$ cat config.mk
export PLATFORM = sky130hd
export DESIGN_NAME = y86_instruction_stream_decoder
export DESIGN_NICKNAME = d
export VERILOG_FILES = /design/src/rtl/core/y86sd_pkg.sv /design/src/rtl/core/y86sd_framer.sv /design/src/rtl/core/y86sd_out_buf.sv /design/src/rtl/core/y86_instruction_stream_decoder.sv
export SDC_FILE = /design/constraint.sdc
export NUM_CORES = 1
export LEC_CHECK = 0
export BUFFER_PORTS_ARGS = -buffer_cell sky130_fd_sc_hd__clkbuf_2
export CORE_AREA = 4 4 181 183
export CTS_CLUSTER_DIAMETER = 60
export DETAILED_ROUTE_END_ITERATION = 10
export DIE_AREA = 0 0 185 187
export SYNTH_ARGS = -nofsm -noshare
export SYNTH_HDL_FRONTEND = slang
export SYNTH_SLANG_ARGS = --single-unit
$ cat constraint.sdc
create_clock -name i_clk -period 13 [get_ports i_clk]
set_input_delay 0.65 -clock i_clk [delete_from_list [all_inputs] [get_ports i_clk]]
set_output_delay 0.65 -clock i_clk [all_outputs]
set_load 0.01 [all_outputs]
$ cat src/rtl/core/y86sd_pkg.sv
// shared types, constants and opcode length decode for the y86 stream decoder
`default_nettype none

package y86sd_pkg;

    // width of the running byte offset counter (8 to 32)
    localparam int OFFSET_BITS = 32;

    // instruction lengths in bytes
    localparam logic [2:0] LEN_NONE    = 3'd0;
    localparam logic [2:0] LEN_OP      = 3'd1;
    localparam logic [2:0] LEN_REG     = 3'd2;
    localparam logic [2:0] LEN_IMM     = 3'd5;
    localparam logic [2:0] LEN_REG_IMM = 3'd6;

    // icode values (high nibble of the opcode)
    localparam logic [3:0] IC_NOP    = 4'h0;
    localparam logic [3:0] IC_HALT   = 4'h1;
    localparam logic [3:0] IC_RRMOVL = 4'h2;
    localparam logic [3:0] IC_IRMOVL = 4'h3;
    localparam logic [3:0] IC_RMMOVL = 4'h4;
    localparam logic [3:0] IC_MRMOVL = 4'h5;
    localparam logic [3:0] IC_OPL    = 4'h6;
    localparam logic [3:0] IC_JXX    = 4'h7;
    localparam logic [3:0] IC_CALL   = 4'h8;
    localparam logic [3:0] IC_RET    = 4'h9;
    localparam logic [3:0] IC_PUSHL  = 4'ha;
    localparam logic [3:0] IC_POPL   = 4'hb;
    localparam logic [3:0] IC_EXT_C  = 4'hc;
    localparam logic [3:0] IC_EXT_D  = 4'hd;
    localparam logic [3:0] IC_EXT_E  = 4'he;

    // highest valid function code per family
    localparam logic [3:0] IFUN_OPL_MAX = 4'h5;
    localparam logic [3:0] IFUN_JXX_MAX = 4'h6;
    localparam logic [3:0] IFUN_EXT_MAX = 4'h1;
    localparam logic [3:0] IFUN_PLAIN   = 4'h0;

    // one decoded instruction
    typedef struct packed {
        logic [31:0] start_offset;
        logic [7:0]  opcode;
        logic [3:0]  reg_a;
        logic [3:0]  reg_b;
        logic [31:0] immediate;
        logic [2:0]  length;
        logic        invalid;
    } t_result;

    // instruction length for an opcode, zero when unknown
    function automatic logic [2:0] length_of(input logic [7:0] op);
        logic [3:0] icode;
        logic [3:0] ifun;
        logic [2:0] len;
        icode = op[7:4];
        ifun  = op[3:0];
        len   = LEN_NONE;
        unique case (icode) inside
            IC_NOP, IC_HALT, IC_RET: begin
                if (ifun == IFUN_PLAIN) len = LEN_OP;
            end
            IC_RRMOVL, IC_PUSHL, IC_POPL: begin
                if (ifun == IFUN_PLAIN) len = LEN_REG;
            end
            IC_OPL: begin
                if (ifun <= IFUN_OPL_MAX) len = LEN_REG;
            end
            IC_JXX: begin
                if (ifun <= IFUN_JXX_MAX) len = LEN_IMM;
            end
            IC_CALL: begin
                if (ifun == IFUN_PLAIN) len = LEN_IMM;
            end
            IC_IRMOVL, IC_RMMOVL, IC_MRMOVL, IC_EXT_E: begin
                if (ifun == IFUN_PLAIN) len = LEN_REG_IMM;
            end
            IC_EXT_C, IC_EXT_D: begin
                if (ifun <= IFUN_EXT_MAX) len = LEN_REG_IMM;
            end
            default: begin
                len = LEN_NONE;
            end
        endcase
        return len;
    endfunction

endpackage

`default_nettype wire

$ cat src/rtl/core/y86sd_framer.sv
// byte framing state and instruction assembly
`default_nettype none

module y86sd_framer (
    input  wire logic                 i_clk,
    input  wire logic                 i_rst_n,
    input  wire logic                 i_accept,
    input  wire logic [7:0]           i_byte,
    input  wire logic [31:0]          i_code_length,
    output logic                      o_res_valid,
    output y86sd_pkg::t_result        o_res
);

    logic [2:0]                       r_rem;
    logic [2:0]                       r_len;
    logic [7:0]                       r_op;
    logic [7:0]                       r_reg;
    logic [31:0]                      r_imm;
    logic [31:0]                      r_start;
    logic [y86sd_pkg::OFFSET_BITS-1:0] r_byte_offset;
    logic                             r_stopped;

    logic [2:0]  n_rem;
    logic [2:0]  n_len;
    logic [7:0]  n_op;
    logic [7:0]  n_reg;
    logic [31:0] n_imm;
    logic [31:0] n_start;
    logic        n_stopped;
    logic [31:0] here;
    logic [2:0]  op_len;

    assign here   = 32'(r_byte_offset);
    assign op_len = y86sd_pkg::length_of(i_byte);

    always_comb begin
        n_rem       = r_rem;
        n_len       = r_len;
        n_op        = r_op;
        n_reg       = r_reg;
        n_imm       = r_imm;
        n_start     = r_start;
        n_stopped   = r_stopped;
        o_res_valid = 1'b0;
        o_res       = '0;
        if (i_accept && !r_stopped) begin
            if (r_rem == 3'd0) begin
                // opcode byte, only below the code length
                if (here < i_code_length) begin
                    n_start = here;
                    n_op    = i_byte;
                    n_reg   = '0;
                    n_imm   = '0;
                    n_len   = op_len;
                    o_res.start_offset = here;
                    o_res.opcode       = i_byte;
                    o_res.length       = op_len;
                    if (op_len == y86sd_pkg::LEN_NONE) begin
                        n_stopped     = 1'b1;
                        o_res.invalid = 1'b1;
                        o_res_valid   = 1'b1;
                    end else if (op_len == y86sd_pkg::LEN_OP) begin
                        o_res_valid = 1'b1;
                    end else begin
                        n_rem = op_len - 3'd1;
                    end
                end
            end else begin
                // second byte of a register format is the register byte
                if ((r_len == y86sd_pkg::LEN_REG || r_len == y86sd_pkg::LEN_REG_IMM) &&
                    (r_rem == r_len - 3'd1)) begin
                    n_reg = i_byte;
                end else begin
                    n_imm = {i_byte, r_imm[31:8]};
                end
                n_rem = r_rem - 3'd1;
                o_res.start_offset = r_start;
                o_res.opcode       = r_op;
                o_res.reg_a        = n_reg[7:4];
                o_res.reg_b        = n_reg[3:0];
                o_res.immediate    = n_imm;
                o_res.length       = r_len;
                o_res_valid        = (n_rem == 3'd0);
            end
        end
    end

    always_ff @(posedge i_clk) begin
        if (!i_rst_n) begin
            r_rem         <= '0;
            r_stopped     <= 1'b0;
            r_byte_offset <= '0;
        end else begin
            r_rem     <= n_rem;
            r_stopped <= n_stopped;
            if (i_accept) begin
                r_byte_offset <= r_byte_offset + y86sd_pkg::OFFSET_BITS'(1);
            end
        end
    end

    always_ff @(posedge i_clk) begin
        r_len   <= n_len;
        r_op    <= n_op;
        r_reg   <= n_reg;
        r_imm   <= n_imm;
        r_start <= n_start;
    end

endmodule

`default_nettype wire

$ cat src/rtl/core/y86sd_out_buf.sv
// two-entry result queue between framer and output channel
`default_nettype none

module y86sd_out_buf (
    input  wire logic                 i_clk,
    input  wire logic                 i_rst_n,
    input  wire logic                 i_wr,
    input  wire y86sd_pkg::t_result   i_wr_data,
    output logic                      o_has_space,
    output logic                      o_valid,
    input  wire logic                 i_ready,
    output y86sd_pkg::t_result        o_data
);

    y86sd_pkg::t_result r_mem [2];
    logic [1:0] r_count;
    logic       r_wr_ptr;
    logic       r_rd_ptr;
    logic       rd;

    assign o_has_space = (r_count != 2'd2);
    assign o_valid     = (r_count != 2'd0);
    assign o_data      = r_mem[r_rd_ptr];
    assign rd          = o_valid && i_ready;

    always_ff @(posedge i_clk) begin
        if (!i_rst_n) begin
            r_count  <= '0;
            r_wr_ptr <= 1'b0;
            r_rd_ptr <= 1'b0;
        end else begin
            r_count <= r_count + {1'b0, i_wr} - {1'b0, rd};
            if (i_wr) r_wr_ptr <= ~r_wr_ptr;
            if (rd)   r_rd_ptr <= ~r_rd_ptr;
        end
    end

    always_ff @(posedge i_clk) begin
        if (i_wr) begin
            r_mem[r_wr_ptr] <= i_wr_data;
        end
    end

endmodule

`default_nettype wire

$ cat src/rtl/core/y86_instruction_stream_decoder.sv
// top level of the y86 instruction stream decoder
`default_nettype none

// Takes the code section one byte per item on the slave stream and frames it into
// 1, 2, 5 or 6 byte instructions of the extended y86 set. One result item leaves per
// complete instruction, carrying start offset, opcode, register nibbles (zero when the
// format has no register byte), the little-endian 32-bit immediate (zero when none) and
// the length. An unknown opcode gives one result with tuser set and length zero, then
// every further byte is swallowed without result until reset. Opcode bytes at offsets
// at or past code_length are dropped; an instruction started below it takes all its
// bytes. The byte offset counts every accepted byte and wraps. Throughput is one byte
// per cycle while the queue has room; the framer state updates on each accepted byte,
// and a result enters the two-entry output queue on the edge taking the last byte and
// is offered on the master side in the next cycle. Input is held off only while both
// entries wait. code_length is to be written while the stream is idle (not enforced).
module y86_instruction_stream_decoder (
    input  wire logic        i_clk,
    input  wire logic        i_rst_n,
    // configuration: code_length
    input  wire logic        i_cfg_wr_en,
    input  wire logic [31:0] i_cfg_wr_data,
    // input bytes
    input  wire logic        i_s_axis_tvalid,
    output logic             o_s_axis_tready,
    input  wire logic [7:0]  i_s_axis_tdata,   // code_byte
    // decoded instructions
    output logic             o_m_axis_tvalid,
    input  wire logic        i_m_axis_tready,
    // [31:0] start_offset, [39:32] opcode, [43:40] reg_a, [47:44] reg_b,
    // [79:48] immediate, [82:80] length, [87:83] zero
    output logic [87:0]      o_m_axis_tdata,
    output logic             o_m_axis_tuser    // invalid
);

    logic [31:0]        r_code_length;
    logic               s_accept;
    logic               res_valid;
    y86sd_pkg::t_result res;
    y86sd_pkg::t_result out_res;
    logic               has_space;

    always_ff @(posedge i_clk) begin
        if (!i_rst_n) begin
            r_code_length <= '0;
        end else if (i_cfg_wr_en) begin
            r_code_length <= i_cfg_wr_data;
        end
    end

    // accept while the queue has a free entry
    assign o_s_axis_tready = has_space;
    assign s_accept        = i_s_axis_tvalid && has_space;

    y86sd_framer u_framer (
        .i_clk         (i_clk),
        .i_rst_n       (i_rst_n),
        .i_accept      (s_accept),
        .i_byte        (i_s_axis_tdata),
        .i_code_length (r_code_length),
        .o_res_valid   (res_valid),
        .o_res         (res)
    );

    y86sd_out_buf u_out_buf (
        .i_clk       (i_clk),
        .i_rst_n     (i_rst_n),
        .i_wr        (res_valid),
        .i_wr_data   (res),
        .o_has_space (has_space),
        .o_valid     (o_m_axis_tvalid),
        .i_ready     (i_m_axis_tready),
        .o_data      (out_res)
    );

    // pack result fields, lowest first
    assign o_m_axis_tdata = {5'd0, out_res.length, out_res.immediate, out_res.reg_b,
                             out_res.reg_a, out_res.opcode, out_res.start_offset};
    assign o_m_axis_tuser = out_res.invalid;

    // input only stalls when results are backed up on the output
    a_stall_needs_backlog: assert property (@(posedge i_clk) disable iff (!i_rst_n)
        !o_s_axis_tready |-> o_m_axis_tvalid)
        else $error("input stalled with no result pending");

    // an invalid result has length zero
    a_invalid_len: assert property (@(posedge i_clk) disable iff (!i_rst_n)
        (o_m_axis_tvalid && o_m_axis_tuser) |-> (o_m_axis_tdata[82:80] == 3'd0))
        else $error("invalid result with nonzero length");

    // a valid result has one of the legal lengths
    a_valid_len: assert property (@(posedge i_clk) disable iff (!i_rst_n)
        (o_m_axis_tvalid && !o_m_axis_tuser) |->
            (o_m_axis_tdata[82:80] == y86sd_pkg::LEN_OP ||
             o_m_axis_tdata[82:80] == y86sd_pkg::LEN_REG ||
             o_m_axis_tdata[82:80] == y86sd_pkg::LEN_IMM ||
             o_m_axis_tdata[82:80] == y86sd_pkg::LEN_REG_IMM))
        else $error("result with illegal length");

    // formats without a register byte report zero nibbles
    a_no_reg_zero: assert property (@(posedge i_clk) disable iff (!i_rst_n)
        (o_m_axis_tvalid && (o_m_axis_tdata[82:80] == y86sd_pkg::LEN_OP ||
                             o_m_axis_tdata[82:80] == y86sd_pkg::LEN_IMM ||
                             o_m_axis_tdata[82:80] == y86sd_pkg::LEN_NONE))
        |-> (o_m_axis_tdata[47:40] == 8'd0))
        else $error("register nibbles set for a format without register byte");

endmodule

`default_nettype wire
# Word level (Yosys, flattened, before mapping)
# Memory sizes are Yosys's and may differ from the RTL's. A register that Yosys moved wholly into a read port is not among the register bits.
# Cells that the tools add are included.
[totals] ff_bits=155 latchBits=0 mem_bits_rw=168 mem_bits_ro=0 in_bits=45 out_inout_bits=91 n_memories=1
[classes] add_sub_neg=6 n_mul=0 div_mod_pow=0 order_cmp=4 n_eq_ne=22 n_shift=0 n_mux=35 bitwise_logic=2 n_reduce_logical=20
[memory_table] name="u_out_buf.r_mem" words=2 width=84 rd=1 rd_ports_with_merged_regs=1 wr=1 line_no="y86sd_out_buf.sv:15" rtl="y86sd_pkg::t_result r_mem [2];"
[ops] operator="$mux 40" n=3
[ops] operator="$mux 32" n=3
[ops] operator="$mux 84" n=1
[ops] operator="$add 32x1->32 const B" n=1
[ops] operator="$lt 32x32->1" n=1
[ops] operator="$eq 4x4->1 const B" n=7
[ops] operator="$mux 3" n=9
[ops] operator="$mux 8" n=3
[ops] operator="$pmux 3 s7" n=1
[ops] operator="$eq 4x3->1 const B" n=4
[ops] operator="$mux 1" n=12
[ops] operator="$logic_not 3->1" n=3
[ops] operator="$sub 3x1->3 const B" n=3
[ops] operator="$eq 4x2->1 const B" n=2
[ops] operator="$le 4x3->1 const B" n=2
[ops] operator="$logic_not 4->1" n=2
[ops] operator="$ne 2x2->1 const B" n=4
[ops] operator="$reduce_and 4->1" n=2
[ops] operator="$reduce_or 3->1" n=2
[ops] operator="$eq 4x1->1 const B" n=1
[ops] operator="$le 4x1->1 const B" n=1
[ops] operator="$logic_and 1x1->1" n=4
[ops] operator="$mux 2" n=2
[ops] operator="$mux 4" n=1
[ops] operator="other kinds (14)" n=15

# Depth between registers and ports, before layout
[logic_depth] depth_word=11 ltp_mapped=14

# Hierarchy
# From an unflattened synthesis, not the netlist that was laid out.
[unflattened] hier_cells=1060 area_unflattened_um2=14512.7
[modules_own_cells] mod="y86sd_framer" instances=1 cells_per_inst=666 area_per_inst_um2=6675.2 seq_area_each_um2=3213.1
[modules_own_cells] mod="y86sd_out_buf" instances=1 cells_per_inst=284 area_per_inst_um2=6546.3 seq_area_each_um2=5144.9
[modules_own_cells] mod="y86_instruction_stream_decoder" instances=1 cells_per_inst=110 area_per_inst_um2=1291.2 seq_area_each_um2=640.6

# Least setup slack after synthesis
# OpenSTA, ideal clock, no wires.
[synth_timing] path_type="input-to-reg" startpoint="input port i_s_axis_tdata[5]" endpoint="memory u_out_buf.r_mem[0][0] (netlist bit) (enable)" t_arrival_ps=6517 required_ps=12446 path_slack_ps=5929 path_stages=10 path_buffers=1 path_cell_list="buf_2 > nor2b_1 > o311ai_1 > o21ai_1 > a21oi_1 > ha_1 > o21ai_0 > or3_1 > a211o_1 > a21oi_1"
[synth_via] elab_chain_len=11 elab_cells_between_ends=29 cone_classes="15 x eq/ne; 8 x mux; 6 x reduce/logical"
[synth_lines] element="from (decl)" line_no="y86_instruction_stream_decoder.sv:25" rtl="input wire logic [7:0] i_s_axis_tdata,"
[synth_lines] element="$eq 4x4->1, or another cell as far along" line_no="y86sd_framer.sv:34" rtl="assign op_len = y86sd_pkg::length_of(i_byte);"
[synth_lines] element="$reduce_or 4->1, or another cell as far along" line_no="y86sd_pkg.sv:58" rtl="unique case (icode) inside"
[synth_lines] element="$pmux 3 s7 *" line_no="y86sd_pkg.sv:58"
[synth_lines] element="$eq 3x1->1" line_no="y86sd_framer.sv:62" rtl="end else if (op_len == y86sd_pkg::LEN_OP) begin"
[synth_lines] element="$mux 1" line_no="y86sd_framer.sv:62"
[synth_lines] element="$mux 1 *" line_no="y86sd_framer.sv:58" rtl="if (op_len == y86sd_pkg::LEN_NONE) begin"
[synth_lines] element="$mux 1 *" line_no="y86sd_framer.sv:49" rtl="if (here < i_code_length) begin"
[synth_lines] element="$mux 1 *" line_no="y86sd_framer.sv:47" rtl="if (r_rem == 3'd0) begin"
[synth_lines] element="$mux 1 *" line_no="y86sd_framer.sv:46" rtl="if (i_accept && !r_stopped) begin"
[synth_lines] element="$mux 1 *" line_no="y86sd_out_buf.sv:39" rtl="if (i_wr) begin"
[synth_lines] element="$mux 1 (not written as such) *" line_no="y86sd_out_buf.sv:40" rtl="r_mem[r_wr_ptr] <= i_wr_data;"
[synth_lines] element="to (decl)" line_no="y86sd_out_buf.sv:15"
# Mark *: on every way between the ends. The rest lies on a longest branch, timed or not.

# Worst setup path in the final report
[layout_timing] startpoint="register u_framer.r_rem[0]" endpoint="memory u_out_buf.r_mem[1][5] (netlist bit) (enable)"
[layout_via] elab_chain_len=6 elab_cells_between_ends=7 cone_classes="1 x add/sub; 4 x mux; 2 x reduce/logical"
[layout_lines] element="from (decl)" line_no="y86sd_framer.sv:14" rtl="logic [2:0] r_rem;"
[layout_lines] element="from (signal assigned)" line_no="y86sd_framer.sv:94" rtl="r_rem <= n_rem;"
[layout_lines] element="$sub 3x1->3" line_no="y86sd_framer.sv:76" rtl="n_rem = r_rem - 3'd1;"
[layout_lines] element="$logic_not 3->1" line_no="y86sd_framer.sv:83" rtl="o_res_valid = (n_rem == 3'd0);"
[layout_lines] element="$mux 1 *" line_no="y86sd_framer.sv:47"
[layout_lines] element="$mux 1 *" line_no="y86sd_framer.sv:46"
[layout_lines] element="$mux 1 *" line_no="y86sd_out_buf.sv:39"
[layout_lines] element="$mux 1 (not written as such) *" line_no="y86sd_out_buf.sv:40"
# Marked as above.

==> impl_summary.md <==
Timing
Setup violations remaining at the end of the flow were counted as 0. The shortest period the worst path allows is between 4 and 5 ns. The number of max-slew violations in the final report was 0. Setup repair after global routing left no endpoint under its margin.

The number of failing hold endpoints at the final stage is 0. The post-route clock period utilization is roughly a third. Based on the critical path, the design can be clocked at up to 217.8 MHz.

Hold timing on the final database bottoms out at a slack of 0.3856 ns. The measured slew at the worst slew-check pin is between 1 and 1.5 ns. The setup TNS after final layout is 0 ns. Across the routed clock network, the largest skew measured is 0.01656 ns. The relative slew slack is between 20% and 30%.

CTS
The clock root buffer is sky130_fd_sc_hd__clkbuf_16. The maximum level of the CTS H-tree is 2. The number of buffers added by the clock tree synthesis step is 36.

The sink count of the clock tree is 324. After clock tree synthesis, the setup repair step added 0 buffers. The quantity of gates resized following cts is 0. The total of hold buffers inserted after clock tree synthesis is 0. For the worst-skew pair, the clock arrives at the later sink with an insertion delay of 0.51 ns. The maximum clock path buffer count is 3.

After clock tree synthesis, the clock-pin slew on the worst setup and hold paths is approximately 0.060 ns. TritonCTS built the clock tree.

Synthesis
Ranked by total cell area, the synthesized netlist is headed by sky130_fd_sc_hd__edfxtp_1, sky130_fd_sc_hd__dfxtp_1, sky130_fd_sc_hd__mux2_2. The synthesized design contains roughly 320 register bits. The number of enable flip-flop cells after synthesis is 251. Sequential elements use about 65% of the synthesized area.

Summed over its instances, the top area cell type makes up 54.14% of the synthesized netlist area. The most used flip-flop cell after synthesis is sky130_fd_sc_hd__edfxtp_1. Yosys mapped the design onto 60 distinct sky130hd cell types. sky130_fd_sc_hd__edfxtp_1 takes more of the synthesized area than any other cell.

After synthesis the cells add up to 13920 um^2. The mean instance size in the synthesized netlist is 13.70 um^2. The count of warnings emitted by yosys is 0. The async set-or-reset flop fraction in the synthesized netlist is 0%. The cell count after synthesis came out at 1016.

Status
The flow ran to the end, and the final reports show no timing, DRC or antenna violations.

Final layout
More flip-flops sit in one register than any other, and that register is u_out_buf.r_mem. The filler cells instantiated in the layout total 2741. The most common cell after layout, fill and taps aside is sky130_fd_sc_hd__edfxtp_1. The flip-flop count of the largest register, all copies and words added is ~170. In the final design database the tool counted 1228 nets. The antenna diode instance count is 0. In the layout the commonest cells are sky130_fd_sc_hd__edfxtp_1, sky130_fd_sc_hd__clkbuf_2, sky130_fd_sc_hd__nor2_1. Cells with a size suffix above 1 make up 24.53% of the layout.

The area growth from synthesis to final layout is 14.82%. The post-layout instance count excluding filler cells is around 1600.

Setup path
The startpoint-to-endpoint class of the critical path is reg2reg. STA classifies the critical path startpoint as a flop. The required time of the critical path is around 13 ns.

Along the worst path, the maximum fanout reaches 83. By instance count, the cell type seen most on the critical path is sky130_fd_sc_hd__buf_4. The signal on the critical path passes through inv_1 > ha_1 > nor2b_4 > buf_4 > o21ai_0 > or3_1 > a211o_1 > a21boi_4 > buf_4. The slowest stage of the critical path belongs to the cell sky130_fd_sc_hd__a21boi_4.

The delay of the slowest critical-path stage is around 0.91 ns. Tracing the worst setup path back leads to its startpoint at u_framer.r_rem[0]$_SDFFE_PN0P_. The critical path capture point type is a flop. Data arrives at the worst endpoint at around 4.7 ns.

The launch instance of the worst register-to-register path is u_framer.r_rem[0]$_SDFFE_PN0P_.

Drt
The remaining number of nets flagged by the antenna check after routing is 0. The final layout contains routed wiring with a total length of 28.42 mm. The detailed-routing iteration count for the pre-antenna-repair pass is 5. The detailed-route vias per instance is 5.179. For this block, the initial DRC count from the detailed router was approximately 400. The routed wirelength normalized by instance count is ~18 um. The total DRC errors in the routed layout is 0. The overall via count from detail_route is approximately 8100.

Global routing
The number of antenna violations at the first check in global routing is 1. Global routing finished with a remaining overflow of 0. Entering global routing, the biggest net connects 84 pins. The first global-routing pass estimated 45.42 mm of wire. Global routing used between 10% and 20% of the available tracks.

The number of global-route vias before repair is 8315.

Pwr
The design draws 3.573 mW. The power per cell area is 223.6 nW/um^2. The static power due to leakage is roughly 6.3 nW. The worst ir drop on vdd is 0.1290 mV.

Floorplanning
The standard-cell row count is 65. The die is ~190 um tall. The floorplan step defined a die boundary enclosing 34600 um^2. During I/O placement, the number of pins put on the boundary was 136. The total area inside the core boundary comes to about 31000 um^2. The horizontal die dimension is 185 um.

Once the floorplan was initialized, standard cells occupied 44.58% of the core.

Hold path
The worst hold path belongs to the class in2reg. The worst hold path begins at i_cfg_wr_data[28].

Placed design
The cell count after placement is between 1500 and 2000. The congestion estimate from routability-driven global placement came to approximately 0.75. The HPWL reported at the end of detailed placement is 18.37 mm. The number of I/O port buffers is 130.

Run
The reported max-cap violation count is 0.
==> final timing paths <==
path,to,slack [ns],cells after the start
setup / recovery,u_out_buf.r_mem[1][5]$_DFFE_PP_,8.41,9
hold reg to reg,r_code_length[10]$_SDFFE_PN0P_,0.49,2
hold / removal,r_code_length[28]$_SDFFE_PN0P_,0.39,3
setup reg to reg,u_out_buf.r_mem[1][5]$_DFFE_PP_,8.41,9
==> worst max-delay path, delay by kind of cell, from the launching register on <==
kind | cells | cell delay, ns
compound gates | 3 | 1.43
flops | 1 | 0.34
fa+ha+maj | 1 | 0.25
buf+inv | 3 | 1.56
simple gates | 2 | 0.57
==> per-stage QoR <==
step | utilization [%] | cell area, um^2 | setup WS [ns]
5_1_grt | 51.18 | 15980 | 8.008
3_3_place_gp | 47.78 | 14920 | 8.077
4_1_cts | 51.18 | 15980 | 8.324
2_1_floorplan | - | 13940 | 5.929
3_5_place_dp | 47.78 | 14920 | 8.037
6_report | 51.18 | 15980 | 8.408
==> synth_stat cells (all sizes together) (4+ instances only) <==
master / n
xor2: 22
mux2i: 74
and3: 6
mux2: 84
and2: 5
xnor2: 13
nand4: 11
a22o: 39
dfxtp: 73
nor3: 45
nor2: 112
or3: 4
nand2: 41
a21oi: 21
nor2b: 4
clkbuf: 34
ha: 42
edfxtp: 251
inv: 44
o21a: 5
o21ai: 16
nand3: 14
buf: 21
==> cell type report <==
| cell class | instances | area, um^2 | area share (%) |
|---|---|---|---|
| tap | 402 | 503.0 | 3.147 |
| clock inverter | 13 | 86.33 | 0.5401 |
| multi-input combinational | 597 | 4539 | 28.40 |
| clock buffer | 50 | 974.7 | 6.098 |
| sequential | 324 | 9002 | 56.32 |
| timing repair buffer | 138 | 710.7 | 4.446 |
| inverter | 44 | 167.7 | 1.049 |
==> power breakdown <==
part	switching [mW]	leakage [nW]	total (mW)	internal (mW)
logic	0.674	2.77	1.04	0.370
registers	0.0935	3.00	1.61	1.51
clock network	0.381	0.508	0.923	0.542
==> per-layer routing <==
layer	vias to the layer above	part of all wire (%)	global-route usage [%]	wire length, um
li1	3975	-	-	-
met2	155	47	26.72	13480
met3	54	4.0	3.306	1132
met4	2	2.6	4.545	730
met5	-	0.046	0	13
met1	3935	46	22.51	13060
==> logic make-up after synthesis <==
kind of cell             after synthesis  share of synthesized area, %
AO/OA/AOI/OAI                         98                         5.204
XOR/XNOR                              35                         2.202
adder cells (fa/ha/maj)               42                         3.775
buffers and inverters                 99                         3.101
flip-flops                           324                         64.64
multiplexers                         158                         12.12
other                                  1                       0.02694
AND/OR/NAND/NOR                      259                         8.934
Power figures use the tool's default switching activity.
